$ cat config.mk
export PLATFORM = sky130hd
export DESIGN_NAME = ttsc_div
export DESIGN_NICKNAME = d
export VERILOG_FILES = /design/src/rtl/ttsc_pkg.sv /design/src/rtl/ttsc_div.sv
export SDC_FILE = /design/constraint.sdc
export NUM_CORES = 1
export LEC_CHECK = 0
export BUFFER_PORTS_ARGS = -buffer_cell sky130_fd_sc_hd__buf_2
export CAP_MARGIN = 25
export CORE_MARGIN = 5
export CORE_UTILIZATION = 35
export CTS_CLUSTER_SIZE = 28
export DETAILED_ROUTE_END_ITERATION = 10
export REMOVE_ABC_BUFFERS = 1
export SYNTH_ARGS = -nofsm -noshare
export SYNTH_HDL_FRONTEND = slang
export SYNTH_SLANG_ARGS = --single-unit
export TNS_END_PERCENT = 1
$ cat constraint.sdc
create_clock -name i_clk -period 19.6 [get_ports i_clk]
set_input_delay 2.94 -clock i_clk [delete_from_list [all_inputs] [get_ports i_clk]]
set_output_delay 2.94 -clock i_clk [all_outputs]
set_load 0.01 [all_outputs]
$ cat src/rtl/ttsc_pkg.sv
// Shared types and constants of the tridiagonal solver.
// No dependencies.
`default_nettype none
package ttsc_pkg;
    localparam int WORD_W    = 32;
    localparam int PROD_W    = 64;
    localparam int DIV_STEPS = 64;

    typedef logic [1:0] t_status;
    localparam t_status ST_OK   = 2'd0;
    localparam t_status ST_ZERO = 2'd1;
    localparam t_status ST_SAT  = 2'd2;
    localparam t_status ST_DROP = 2'd3;

    typedef struct packed {
        logic zero;
        logic sat;
    } t_div_flags;

    typedef struct packed {
        logic [WORD_W-1:0] diag;
        logic [WORD_W-1:0] sup;
        logic [WORD_W-1:0] rhs;
    } t_row;

    function automatic t_status st_max(t_status a, t_status b);
        return (a > b) ? a : b;
    endfunction
endpackage
`default_nettype wire

$ cat src/rtl/ttsc_div.sv
// Radix-2 signed divider, 64-bit dividend by 32-bit divisor, truncating,
// with clamp to 32 bits and zero-divisor flag. Uses ttsc_pkg.
`default_nettype none
module ttsc_div (
    input  wire logic                i_clk,
    input  wire logic                i_rst_n,
    input  wire logic                i_start,
    input  wire logic signed [63:0]  i_num,
    input  wire logic signed [31:0]  i_den,
    output logic                     o_done,
    output logic signed [31:0]       o_quot,
    output ttsc_pkg::t_div_flags     o_flags
);
    import ttsc_pkg::*;

    logic        r_busy;
    logic [6:0]  r_cnt;
    logic [31:0] r_rem;
    logic [63:0] r_q;
    logic [31:0] r_d;
    logic        r_neg;
    logic        r_zero;

    logic [63:0] num_mag;
    logic [31:0] den_mag;
    logic [32:0] trial;
    logic [32:0] diff;
    logic        fits;

    assign num_mag = i_num[63] ? (~i_num + 64'd1) : i_num;
    assign den_mag = i_den[31] ? (~i_den + 32'd1) : i_den;
    assign trial   = {r_rem, r_q[63]};
    assign diff    = trial - {1'b0, r_d};
    assign fits    = (trial >= {1'b0, r_d});

    always_ff @(posedge i_clk) begin
        if (!i_rst_n) begin
            r_busy <= 1'b0;
            o_done <= 1'b0;
        end else begin
            o_done <= 1'b0;
            if (i_start) begin
                r_busy <= 1'b1;
                r_cnt  <= '0;
                r_rem  <= '0;
                r_q    <= num_mag;
                r_d    <= den_mag;
                r_neg  <= i_num[63] ^ i_den[31];
                r_zero <= (i_den == '0);
            end else if (r_busy) begin
                if (r_cnt != 7'(DIV_STEPS)) begin
                    r_rem <= fits ? diff[31:0] : trial[31:0];
                    r_q   <= {r_q[62:0], fits};
                    r_cnt <= r_cnt + 7'd1;
                end else begin
                    // finish: sign, clamp
                    r_busy <= 1'b0;
                    o_done <= 1'b1;
                    o_flags.zero <= r_zero;
                    if (r_zero) begin
                        o_quot      <= '0;
                        o_flags.sat <= 1'b0;
                    end else if (r_neg) begin
                        o_flags.sat <= (r_q > 64'h0000_0000_8000_0000);
                        o_quot <= (r_q > 64'h0000_0000_8000_0000) ? 32'sh8000_0000
                                                                 : (~r_q[31:0] + 32'd1);
                    end else begin
                        o_flags.sat <= (r_q > 64'h0000_0000_7FFF_FFFF);
                        o_quot <= (r_q > 64'h0000_0000_7FFF_FFFF) ? 32'sh7FFF_FFFF
                                                                 : r_q[31:0];
                    end
                end
            end
        end
    end
endmodule
`default_nettype wire

### Word level (Yosys, flattened, before mapping)

Index checks and enable logic that the tools add are counted.

* add/sub/neg operators: 5
* order comparisons: 3
* equal/unequal tests: 1
* muxes and demuxes: 18
* bitwise logic cells: 8
* reductions and logical operators: 7

Operators with widths (number)
* $mux 64: 4
* $mux 32: 6
* $add 32x1->32 const B: 2
* $add 64x1->64 const B: 1
* $gt 64x31->1 const B: 1
* $gt 64x32->1 const B: 1
* $not 32->32: 2
* $not 64->64: 1
* $ge 33x32->1: 1
* $logic_not 32->1: 1
* $sub 32x32->32: 1
* $mux 31: 1
* $mux 7: 2
* $add 7x1->7 const B: 1
* $ne 7x7->1 const B: 1
* $mux 1: 5
* $not 1->1: 4
* $reduce_and 4->1: 1
* $reduce_bool 2->1: 2
* $reduce_and 3->1: 1
* $reduce_or 3->1: 1
* $reduce_and 2->1: 1
* $xor 1x1->1: 1

* register bits after elaboration: 173
* bits of input ports: 99
* output and inout port bits: 35
* logic and storage cells: 54

### Logic depth before layout (Yosys ltp)

Gate-level depths: netlist (run 1).

* depth after elaboration: 4
* depth in mapped cells: 12
* gate-level depth less buffers: 11

### Worst setup path before layout (run 1)

OpenSTA, ideal clock, no wires.

* kind: input to register
* from: in i_start
* to: reg r_cnt[0] (enable)
* library setup time: 0.578 ns
* data arrival time: 7.818 ns
* required time: 19.022 ns
* setup slack: 11.205 ns
* stages: 3
* path buffers: 1
* path through: clkbuf_1 -> a21oi_1 -> nor2b_1

* word-level cells in the longest chain between the ends: 2
* elaborated cells between the ends (all ways): 3
* classes of those cells: 3 x reduce/logical

Ends and longest elaborated chain
* from (decl): RTL line ttsc_div.sv:7 `input wire logic i_start,`
* $reduce_bool 2->1 (no source line)
* $reduce_and 3->1 (no source line) (*)
* to (signal assigned): RTL line ttsc_div.sv:54 `r_cnt <= r_cnt + 7'd1;`
* to (decl): RTL line ttsc_div.sv:17 `logic [6:0] r_cnt;`

Mark *: on every way between the ends. The rest lies on a longest branch, timed or not.
A chain may end at the register's enable or synchronous reset.

### Final worst setup path (run 1)

* from: in i_num[8]
* to: reg r_q[60] (data pin)

* word-level cells in the longest chain between the ends: 4

Ends and longest elaborated chain
* from (decl): RTL line ttsc_div.sv:8 `input wire logic signed [63:0] i_num,`
* $not 64->64: RTL line ttsc_div.sv:30 `assign num_mag = i_num[63] ? (~i_num + 64'd1) : i_num;`
* $add 64x1->64: RTL line ttsc_div.sv:30
* $mux 64: RTL line ttsc_div.sv:30
* $mux 64: RTL line ttsc_div.sv:42 `if (i_start) begin`
* to (signal assigned): RTL line ttsc_div.sv:46 `r_q <= num_mag;`
* to (signal assigned): RTL line ttsc_div.sv:53 `r_q <= {r_q[62:0], fits};`
* to (decl): RTL line ttsc_div.sv:19 `logic [63:0] r_q;`

Every way passes these cells.

==> summary.md, run 1 <==
| Metric | Value |
|---|---|
| Result of the run | `finished, final reports clean` |
| Ratio of cells with drive above 1 in the final layout | `0.159` |
| Crit share post-route | `0.293` |
| Hold Violations, Final | `0` |
| Post-Layout Inst Area | `between 10000 and 15000 um^2` |
| Inserted Clock Buffers | `17` |
| Achievable Freq | `0.174 GHz` |
| Number of maximum-capacitance constraint violations | `0` |
| Unrepaired setup endpoints after global routing | `false` |
| Worst endpoint data arrival time | `approximately 5900 ps` |
| Endpoint kind of the worst setup timing path | `flip-flop` |
| Wire length of the first global-routing pass | `roughly 48000 um` |
| Count of unique library cells instantiated by Yosys | `65` |
| Sequential-to-total area share from yosys stat | `0.446` |
| Yosys warns | `0` |
| Maximum ir drop on the vdd rail | `0.0595 mV` |
| Internal | `0.705 mW` |
| Slowest stage cell on the critical path | `sky130_fd_sc_hd__or4_1` |
| Number of iterations in the first detailed-routing pass | `5` |
| Diode insertion count for antenna repair | `0` |
| Die boundary height | `192 um` |
| Routability congestion estimate from global placement | `0.860` |
| Fraction of power spent switching nets | `0.313` |
| Leakage power | `4.95 nW` |
| Number of clock sinks seen by CTS | `173` |
| Core outline area | `32600 um^2` |
| Total I/O pin count | `134` |
| Slew at the pin with the worst max-slew slack | `956 ps` |
| Part of the power in the clock network | `0.328` |
| Psw | `0.321 mW` |
| H-tree lvl count | `4` |
| Dominant cell type by count on the critical path | `sky130_fd_sc_hd__or3_1` |
| Number of flops mapped to enable cells by yosys | `171` |
| Detailed-route vias per instance | `5.35` |
| Cell area reported after detailed placement | `around 13000 um^2` |
| CTS root buffer | `sky130_fd_sc_hd__clkbuf_16` |
| Total via count in the routed design | `about 9500` |
| Sequential group share of total power | `0.447` |
| Clock tree from TritonCTS | `done` |
| Average wire length per cell after detail routing | `17.0 um` |
| Post-Synthesis Cells | `1216` |
| Fraction of the core area covered by cells at the end of the flow | `0.408` |
| Data required time of the critical path | `19740 ps` |
| Leading cell type in the layout, fill and taps excluded | `sky130_fd_sc_hd__edfxtp_1` |
| Areal power density over the cells | `77.1 nW/um^2` |
| Final TNS setup | `0 ps` |
| Final worst path period need | `5750 ps` |
| Series of cell instances along the critical path | `buf_2 -> or4_1 -> nor3_2 -> nand4b_1 -> or3_1 -> or3_1 -> o31ai_1 -> xor2_1 -> a21oi_1` |
| Critical path launch point type | `input port` |
| Insertion delay of the later-clocked pin in the worst-skew pair | `440 ps` |
| Starting Density | `0.356` |
| Number of placement rows | `66` |
| Clock Pin Slew Worst Setup and Hold Paths | `70 ps` |
| Power after layout | `approximately 1 mW` |
| Share of total power in combinational logic | `0.225` |
| Sum of net half-perimeters after detailed placement | `22500 um` |
| DRC violation count after routing | `0` |
| Area enclosed by the die boundary | `36900 um^2` |
| Largest net degree at the start of global routing | `100` |
| Number of global-route vias before repair | `9124` |
| Top FF cell, synth | `sky130_fd_sc_hd__edfxtp_1` |
| Avg Cell Area, Syn | `9.55 um^2` |
| DIE WIDTH | `about 190 um` |
| Syn-to-layout area delta | `14.6%` |
| Slowest cell delay on critical path | `660 ps` |
| Buffers from clock root to sink, at most | `2` |
| Slew Limit Headroom | `0.362` |
| Antenna-violating nets left | `0` |
| Net count, final | `1462` |
| Final setup skew | `20.5 ps` |
| Routed WL | `30200 um` |
| HP Class | `flip-flop to flip-flop` |
| Commonest non-fill, non-tap cells in the layout | `sky130_fd_sc_hd__edfxtp_1, sky130_fd_sc_hd__nor2_1, sky130_fd_sc_hd__buf_2` |
| Number of antenna violations at the first check in global routing | `0` |
| Async SR Flop Fraction | `0` |
| Number of max-slew violations in the final report | `0` |
| Count of final setup violators | `0` |
| First-iteration detailed-routing DRC count | `between 500 and 600` |
| Cts hold-fix bufs | `0` |
| Critical Path Fanout Max | `7` |
| Kind of critical path | `input port to flip-flop` |
| Post-synthesis register bit count | `173` |
| Remaining global-route overflow | `0` |
| Port-buffer cells | `133` |
| Total setup buffers inserted after CTS | `0` |
| Post-cts gate resize count | `0` |
| Overall track demand over capacity in global routing | `0.161` |
| Post-Synthesis Cell Area | `11600 um^2` |
-- worst paths after layout --
path                          start                  endpoint  depth (start not counted)  slack (ps)
hold reg to reg   r_busy$_SDFF_PN0_         o_done$_SDFF_PP0_                          2         480
setup / recovery           i_num[8]         r_q[60]$_DFFE_PP_                          9       13850
hold / removal    r_busy$_SDFF_PN0_         o_done$_SDFF_PP0_                          2         480
setup reg to reg   r_q[5]$_DFFE_PP_  o_quot[29]$_SDFFCE_PP0P_                          7       15950
-- cells in the mapped netlist, drive strengths merged (6+ instances only) --
library cell / count / area (um^2)
or2: 11 / 68.8
edfxtp: 171 / 5130
a311oi: 12 / 124
xnor2: 57 / 499
and2: 8 / 50.1
or4: 16 / 131
nand2: 75 / 282
nor4: 19 / 134
o21ai: 58 / 290
nand3: 16 / 80.1
ha: 37 / 463
mux2i: 21 / 210
nand2b: 12 / 75.1
xor2: 62 / 543
o41ai: 21 / 199
nand4: 15 / 100
nor3: 33 / 175
o22ai: 10 / 62.6
buf: 7 / 37.5
nor2: 164 / 616
a211oi: 16 / 133
or3: 29 / 181
nor4b: 6 / 67.6
a21o: 8 / 60.1
o31ai: 28 / 210
inv: 58 / 218
a21oi: 118 / 591
mux2: 6 / 67.6
a31oi: 11 / 68.8
clkbuf: 47 / 176
nor2b: 9 / 56.3
-- power groups by stage --
stage | clock network, mW | registers, mW | logic [mW]
after global placement | 0 | 0.466 | 0.227
final | 0.336 | 0.459 | 0.231
after CTS | 0.345 | 0.459 | 0.232
after floorplan | 0 | 0.464 | 0.164
after global routing | 0.357 | 0.462 | 0.259
after detailed placement | 0 | 0.466 | 0.231
-- critical path: cells and delay by family --
kind,cells,cell delay [ps]
AND/OR/NAND/NOR,5,2320
AO/OA/AOI/OAI,2,330
buffers and inverters,1,120
XOR/XNOR,1,170
-- state kept, by name, summed over array words and instances, names as in the netlist --
signal and flops:
o_done 1, o_flags 2, o_quot 32, r_busy 1
r_cnt 7, r_d 32, r_neg 1, r_q 64
r_rem 32, r_zero 1
-- per-layer routing --
layer	track usage	vias to the layer above	share of wire
li1	-	4744	-
met1	0.214	4527	0.45
met2	0.274	229	0.48
met3	0.0298	27	0.052
met4	0.0373	0	0.012
met5	0	-	0
-- logic make-up (layout without fill, tap and decap cells) --
group	after synthesis	after routing	share of synthesized area
xor gates and xnor gates	119	119	0.0897
and+or+nand+nor	431	431	0.187
muxes	27	27	0.0239
AOI/OAI and AO/OA	316	316	0.175
adders and majority gates	38	38	0.0416
DFF	173	173	0.446
buffers and inverters	112	234	0.0372
-- through the flow --
step	setup slack [ps]	hold WS [ps]	std cells
after floorplan	11460	439	1162
after global placement	13450	478	1746
after detailed placement	13440	475	1748
after CTS	13880	486	1780
after global routing	13690	538	1780
final	13850	485	1780
-- layout make-up --
| type | count | area (um^2) |
|---|---|---|
| clock buffer | 17 | 425 |
| clock inverter | 15 | 149 |
| fill | 3217 | 19300 |
| inverter | 58 | 218 |
| multi-input combinational | 931 | 6020 |
| sequential | 173 | 5170 |
| tap | 442 | 553 |
| timing repair buffer | 144 | 771 |
Note: power is estimated with default switching activity, not from simulation.
==> run 2, diff against run 1 <==
Clock period 19.6 ns to 5.2 ns, I/O delays scaled along.
==> summary.md, run 2 (same netlist as run 1, synthesis figures left out) <==
| Metric | Value |
|---|---|
| Result of the run | `finished, final reports clean` |
| Critical path launch point type | `input port` |
| DIE WIDTH | `192 um` |
| Wire length of the first global-routing pass | `roughly 48000 um` |
| Clock Pin Slew Worst Setup and Hold Paths | `70 ps` |
| Starting Density | `0.356` |
| CTS root buffer | `sky130_fd_sc_hd__clkbuf_16` |
| Worst endpoint data arrival time | `3700 ps` |
| Final worst path period need | `between 3000 and 4000 ps` |
| Total I/O pin count | `134` |
| Ratio of cells with drive above 1 in the final layout | `0.161` |
| Power after layout | `3.99 mW` |
| Cts hold-fix bufs | `0` |
| Flip-flop count of the largest register, all copies and words added | `between 60 and 70` |
| Number of max-slew violations in the final report | `0` |
| Count of final setup violators | `0` |
| Net count, final | `1463` |
| Slew Limit Headroom | `0.343` |
| Unrepaired setup endpoints after global routing | `false` |
| Number of global-route vias before repair | `9103` |
| Core outline area | `32600 um^2` |
| Inserted Clock Buffers | `17` |
| Final setup skew | `13.9 ps` |
| Top reg by flops | `r_q` |
| Leakage power | `4.97 nW` |
| Commonest non-fill, non-tap cells in the layout | `sky130_fd_sc_hd__edfxtp_1, sky130_fd_sc_hd__nor2_1, sky130_fd_sc_hd__buf_2` |
| Routed WL | `30300 um` |
| Syn-to-layout area delta | `15.0%` |
| Post-Layout Inst Area | `13400 um^2` |
| Hold Violations, Final | `0` |
| Routability congestion estimate from global placement | `~0.86` |
| Number of iterations in the first detailed-routing pass | `5` |
| Area enclosed by the die boundary | `36900 um^2` |
| Placed Instances | `1749` |
| Clock tree from TritonCTS | `done` |
| Data required time of the critical path | `5360 ps` |
| Post-cts gate resize count | `0` |
| Crit share post-route | `0.682` |
| Number of maximum-capacitance constraint violations | `0` |
| Achievable Freq | `between 0.2 and 0.3 GHz` |
| Sum of net half-perimeters after detailed placement | `22500 um` |
| Die boundary height | `192 um` |
| Total via count in the routed design | `roughly 9500` |
| Cell area reported after detailed placement | `12700 um^2` |
| Kind of critical path | `input port to flip-flop` |
| Number of placement rows | `66` |
| Total setup buffers inserted after CTS | `0` |
| Insertion delay of the later-clocked pin in the worst-skew pair | `450 ps` |
| Endpoint kind of the worst setup timing path | `flip-flop` |
| Critical Path Fanout Max | `7` |
| Leading cell type in the layout, fill and taps excluded | `sky130_fd_sc_hd__edfxtp_1` |
| DRC violation count after routing | `0` |
| Overall track demand over capacity in global routing | `0.163` |
| Number of antenna violations at the first check in global routing | `0` |
| Maximum ir drop on the vdd rail | `between 0.2 and 0.25 mV` |
| Antenna-violating nets left | `0` |
| Port-buffer cells | `roughly 130` |
| Areal power density over the cells | `299 nW/um^2` |
| Diode insertion count for antenna repair | `0` |
| Average wire length per cell after detail routing | `17.0 um` |
| Number of clock sinks seen by CTS | `173` |
| Buffers from clock root to sink, at most | `2` |
| HP Class | `flip-flop to flip-flop` |
| Largest net degree at the start of global routing | `100` |
| Fin Hold WS | `between 400 and 500 ps` |
| Remaining global-route overflow | `0` |
| H-tree lvl count | `4` |
| Detailed-route vias per instance | `5.35` |
| First-iteration detailed-routing DRC count | `roughly 650` |
| Number of standard cells in the layout, taps in and fillers out | `1781` |
| Slew at the pin with the worst max-slew slack | `986 ps` |
## run 2: stage by stage
| step | TNS [ps] | setup slack, ps | utilization |
|---|---|---|---|
| after global placement | 0 | 1210 | 0.390 |
| final | 0 | 1660 | 0.410 |
| after floorplan | -91100 | -884 | - |
| after CTS | 0 | 1610 | 0.410 |
| after global routing | 0 | 1390 | 0.410 |
| after detailed placement | 0 | 1180 | 0.390 |
## run 2: layer usage
layer  up-vias  global-route usage  wire, um
met4         0              0.0351       322
met2       199               0.273     14500
met5         -                   0         0
met1      4553               0.214     14000
li1       4755                   -         -
met3        23              0.0383      1450
## run 2: final cells by class
cell class                      instances  area, um^2
Fill cell                            3202       19300
Multi-Input combinational cell        931        6020
Sequential cell                       173        5170
Timing Repair Buffer                  145         766
Tap cell                              442         553
Clock buffer                           17         425
Inverter                               58         218
Clock inverter                         15         203
## run 2: worst max-delay path, stage by stage
cell                       delay (ps)
sky130_fd_sc_hd__buf_2            120
sky130_fd_sc_hd__or4_1            660
sky130_fd_sc_hd__nor3_2           320
sky130_fd_sc_hd__nand4b_1         390
sky130_fd_sc_hd__or3_1            540
sky130_fd_sc_hd__or3_1            390
sky130_fd_sc_hd__o31ai_1          250
sky130_fd_sc_hd__xor2_1           170
sky130_fd_sc_hd__a21oi_1           70
## run 2: final timing paths
kind	cells past startpoint	startpoint	slack [ps]	to
setup / recovery	9	i_num[8]	1660	r_q[60]$_DFFE_PP_
hold / removal	2	r_busy$_SDFF_PN0_	490	o_done$_SDFF_PP0_
setup reg to reg	7	r_q[17]$_DFFE_PP_	1680	o_quot[29]$_SDFFCE_PP0P_
hold reg to reg	2	r_busy$_SDFF_PN0_	490	o_done$_SDFF_PP0_
## run 2: report_power, final
part	switching, mW	leakage (nW)	internal [mW]
registers	0.0667	1.66	1.66
clock network	0.620	0.294	0.775
logic	0.514	3.02	0.357
==> run 3, diff against run 2 <==
Clock period 5.2 ns to 3 ns, I/O delays scaled along.
==> summary.md, run 3 (same netlist as run 1, synthesis figures left out) <==
| Metric | Value |
|---|---|
| Result of the run | `finished, final reports clean` |
| Routability congestion estimate from global placement | `between 0.8 and 0.9` |
| Number of antenna violations at the first check in global routing | `1` |
| Number of clock sinks seen by CTS | `173` |
| R2R cell count | `8` |
| Startpoint of the most critical register-to-register path | `r_q[17]$_DFFE_PP_` |
| Critical Path Fanout Max | `7` |
| Routed WL | `32400 um` |
| DIE WIDTH | `192 um` |
| Footprint of the multi-input gates | `6100 um^2` |
| Top reg by flops | `r_q` |
| Start point of the worst min-delay path | `i_rst_n` |
| Net count, final | `1593` |
| Core outline area | `32600 um^2` |
| Starting Density | `0.356` |
| Area occupied by registers | `5170 um^2` |
| Achievable Freq | `between 0.3 and 0.4 GHz` |
| Inserted Clock Buffers | `17` |
| Total I/O pin count | `134` |
| Critical path launch point | `r_q[17]$_DFFE_PP_` |
| Internal | `roughly 4.9 mW` |
| End point of the worst hold path | `r_busy$_SDFF_PN0_` |
| Crit path setup slack, layout | `39.9 ps` |
| Worst setup timing slack at the placement stage | `-336 ps` |
| Kind of critical path | `flip-flop to flip-flop` |
| HP Class | `input port to flip-flop` |
| DRC violation count after routing | `0` |
| Area enclosed by the die boundary | `between 30000 and 40000 um^2` |
| Commonest non-fill, non-tap cells in the layout | `sky130_fd_sc_hd__edfxtp_1, sky130_fd_sc_hd__nor2_1, sky130_fd_sc_hd__buf_4` |
| Fill count | `3167` |
| Worst endpoint data arrival time | `~3200 ps` |
| Total via count in the routed design | `10200` |
| Critical path launch point type | `flip-flop` |
| Sum of net half-perimeters after detailed placement | `24400 um` |
| Leading cell type in the layout, fill and taps excluded | `sky130_fd_sc_hd__edfxtp_1` |
| Remaining global-route overflow | `0` |
| Slew at the pin with the worst max-slew slack | `about 660 ps` |
| Share of total power in combinational logic | `0.248` |
| Number of placement rows | `66` |
| Detailed-route vias per instance | `5.32` |
| First-iteration detailed-routing DRC count | `553` |
| Endpoint of the most critical register-to-register path | `o_quot[25]$_SDFFCE_PP0P_` |
| Sequential group share of total power | `0.418` |
| Syn-to-layout area delta | `24.8%` |
| Leakage power | `5.63 nW` |
| Final setup skew | `14.0 ps` |
| Count of final setup violators | `0` |
| Flip-flop count of the largest register, all copies and words added | `64` |
| Antenna-violating nets left | `0` |
| Fraction of power spent switching nets | `0.305` |
| Unrepaired setup endpoints after global routing | `true` |
| Areal power density over the cells | `492 nW/um^2` |
| Average wire length per cell after detail routing | `approximately 17 um` |
| Hold Violations, Final | `0` |
| Crit share post-route | `0.987` |
| Clock tree from TritonCTS | `done` |
| Port-buffer cells | `133` |
| Slew Limit Headroom | `0.563` |
| Maximum ir drop on the vdd rail | `0.433 mV` |
| Part of the power in the clock network | `0.335` |
| Wire length of the first global-routing pass | `51900 um` |
| Hold-critical path depth | `2` |
| Die boundary height | `192 um` |
| Endpoint kind of the worst setup timing path | `flip-flop` |
| Overall track demand over capacity in global routing | `0.176` |
| Clock Pin Slew Worst Setup and Hold Paths | `roughly 80 ps` |
| Data required time of the critical path | `about 3300 ps` |
| Insertion delay of the later-clocked pin in the worst-skew pair | `450 ps` |
| Register-to-Register Setup Slack | `40 ps` |
| Psw | `~2.2 mW` |
| Number of maximum-capacitance constraint violations | `0` |
| Number of max-slew violations in the final report | `0` |
| Ratio of cells with drive above 1 in the final layout | `0.246` |
| Buffers from clock root to sink, at most | `2` |
| H-tree lvl count | `4` |
| Number of iterations in the first detailed-routing pass | `5` |
| Largest net degree at the start of global routing | `85` |
| CTS root buffer | `sky130_fd_sc_hd__clkbuf_16` |
| Final worst path period need | `2960 ps` |
| Power after layout | `between 7 and 8 mW` |
| Number of global-route vias before repair | `10100` |
| Cts hold-fix bufs | `0` |
[run 3: cell count changes in the layout (fill, tap and decap cells not counted), sizes merged]
cell	change
clkinv	+3
clkbuf	+1
clkinvlp	-4
buf	+130
inv	+1
bufinv	-1
diode	+1
[run 3: worst max-delay path by stage]
stage | to | slack [ps] | cells after the start
2_1_floorplan | r_cnt[0]$_SDFFCE_PP0P_ | -3080 | 6
3_3_place_gp | r_d[29]$_DFFE_PP_ | -290 | 8
3_5_place_dp | r_d[29]$_DFFE_PP_ | -340 | 8
4_1_cts | o_quot[31]$_SDFFCE_PP0P_ | -5 | 9
5_1_grt | o_quot[12]$_SDFFCE_PP0P_ | -100 | 9
6_report | o_quot[25]$_SDFFCE_PP0P_ | 40 | 8
[run 3: power groups by stage]
stage,combinational (mW),clock (mW),sequential [mW]
floorplan,1.07,0,3.03
global placement,1.69,0,3.02
detailed placement,1.71,0,3.03
CTS,1.74,2.44,2.98
global route,1.97,2.54,2.99
finish,1.76,2.38,2.98
[run 3: through the flow]
stage               instances  setup TNS [ps]   util  hold slack [ps]  instance area [um^2]
floorplan                1162         -388540      -              439                 11400
global placement         1875           -2600  0.421              482                 13700
detailed placement       1875           -3160  0.421              493                 13700
CTS                      1909           -9.46  0.442              249                 14400
global route             1912           -1840  0.444              271                 14500
finish                   1912               0  0.444              260                 14500
[run 3: per-layer routing]
| layer | track usage | routed length (um) | vias up |
|---|---|---|---|
| li1 | - | - | 5011 |
| met5 | 0 | 0 | - |
| met2 | 0.300 | 15900 | 248 |
| met4 | 0.0546 | 584 | 0 |
| met1 | 0.229 | 14300 | 4872 |
| met3 | 0.0307 | 1540 | 36 |
[run 3: final cells by class]
class | instances | share of cell area
multi-input cells | 931 | 0.421
inverters | 58 | 0.0150
diodes | 1 | 0.000173
well taps | 442 | 0.0382
flip-flops and latches | 173 | 0.357
repair buffers | 275 | 0.125
clock inverters | 14 | 0.0135
clock buffers | 18 | 0.0296
[run 3: repair_timing]
action | CTS | global route
gates resized for setup | 5 | 14
setup buffers | 2 | 2
cloned | 0 | 0
endpoints found under the setup margin | 23 | 53
pin swaps | 5 | 4
[run 3: critical path: stages, from the launching register on]
cell and delay (ps):
sky130_fd_sc_hd__edfxtp_1 390, sky130_fd_sc_hd__or4_4 580, sky130_fd_sc_hd__nor4b_4 350, sky130_fd_sc_hd__nand4_2 150, sky130_fd_sc_hd__or4_4 450, sky130_fd_sc_hd__a211oi_4 290
sky130_fd_sc_hd__o21bai_4 150, sky130_fd_sc_hd__buf_4 180, sky130_fd_sc_hd__a311oi_2 230
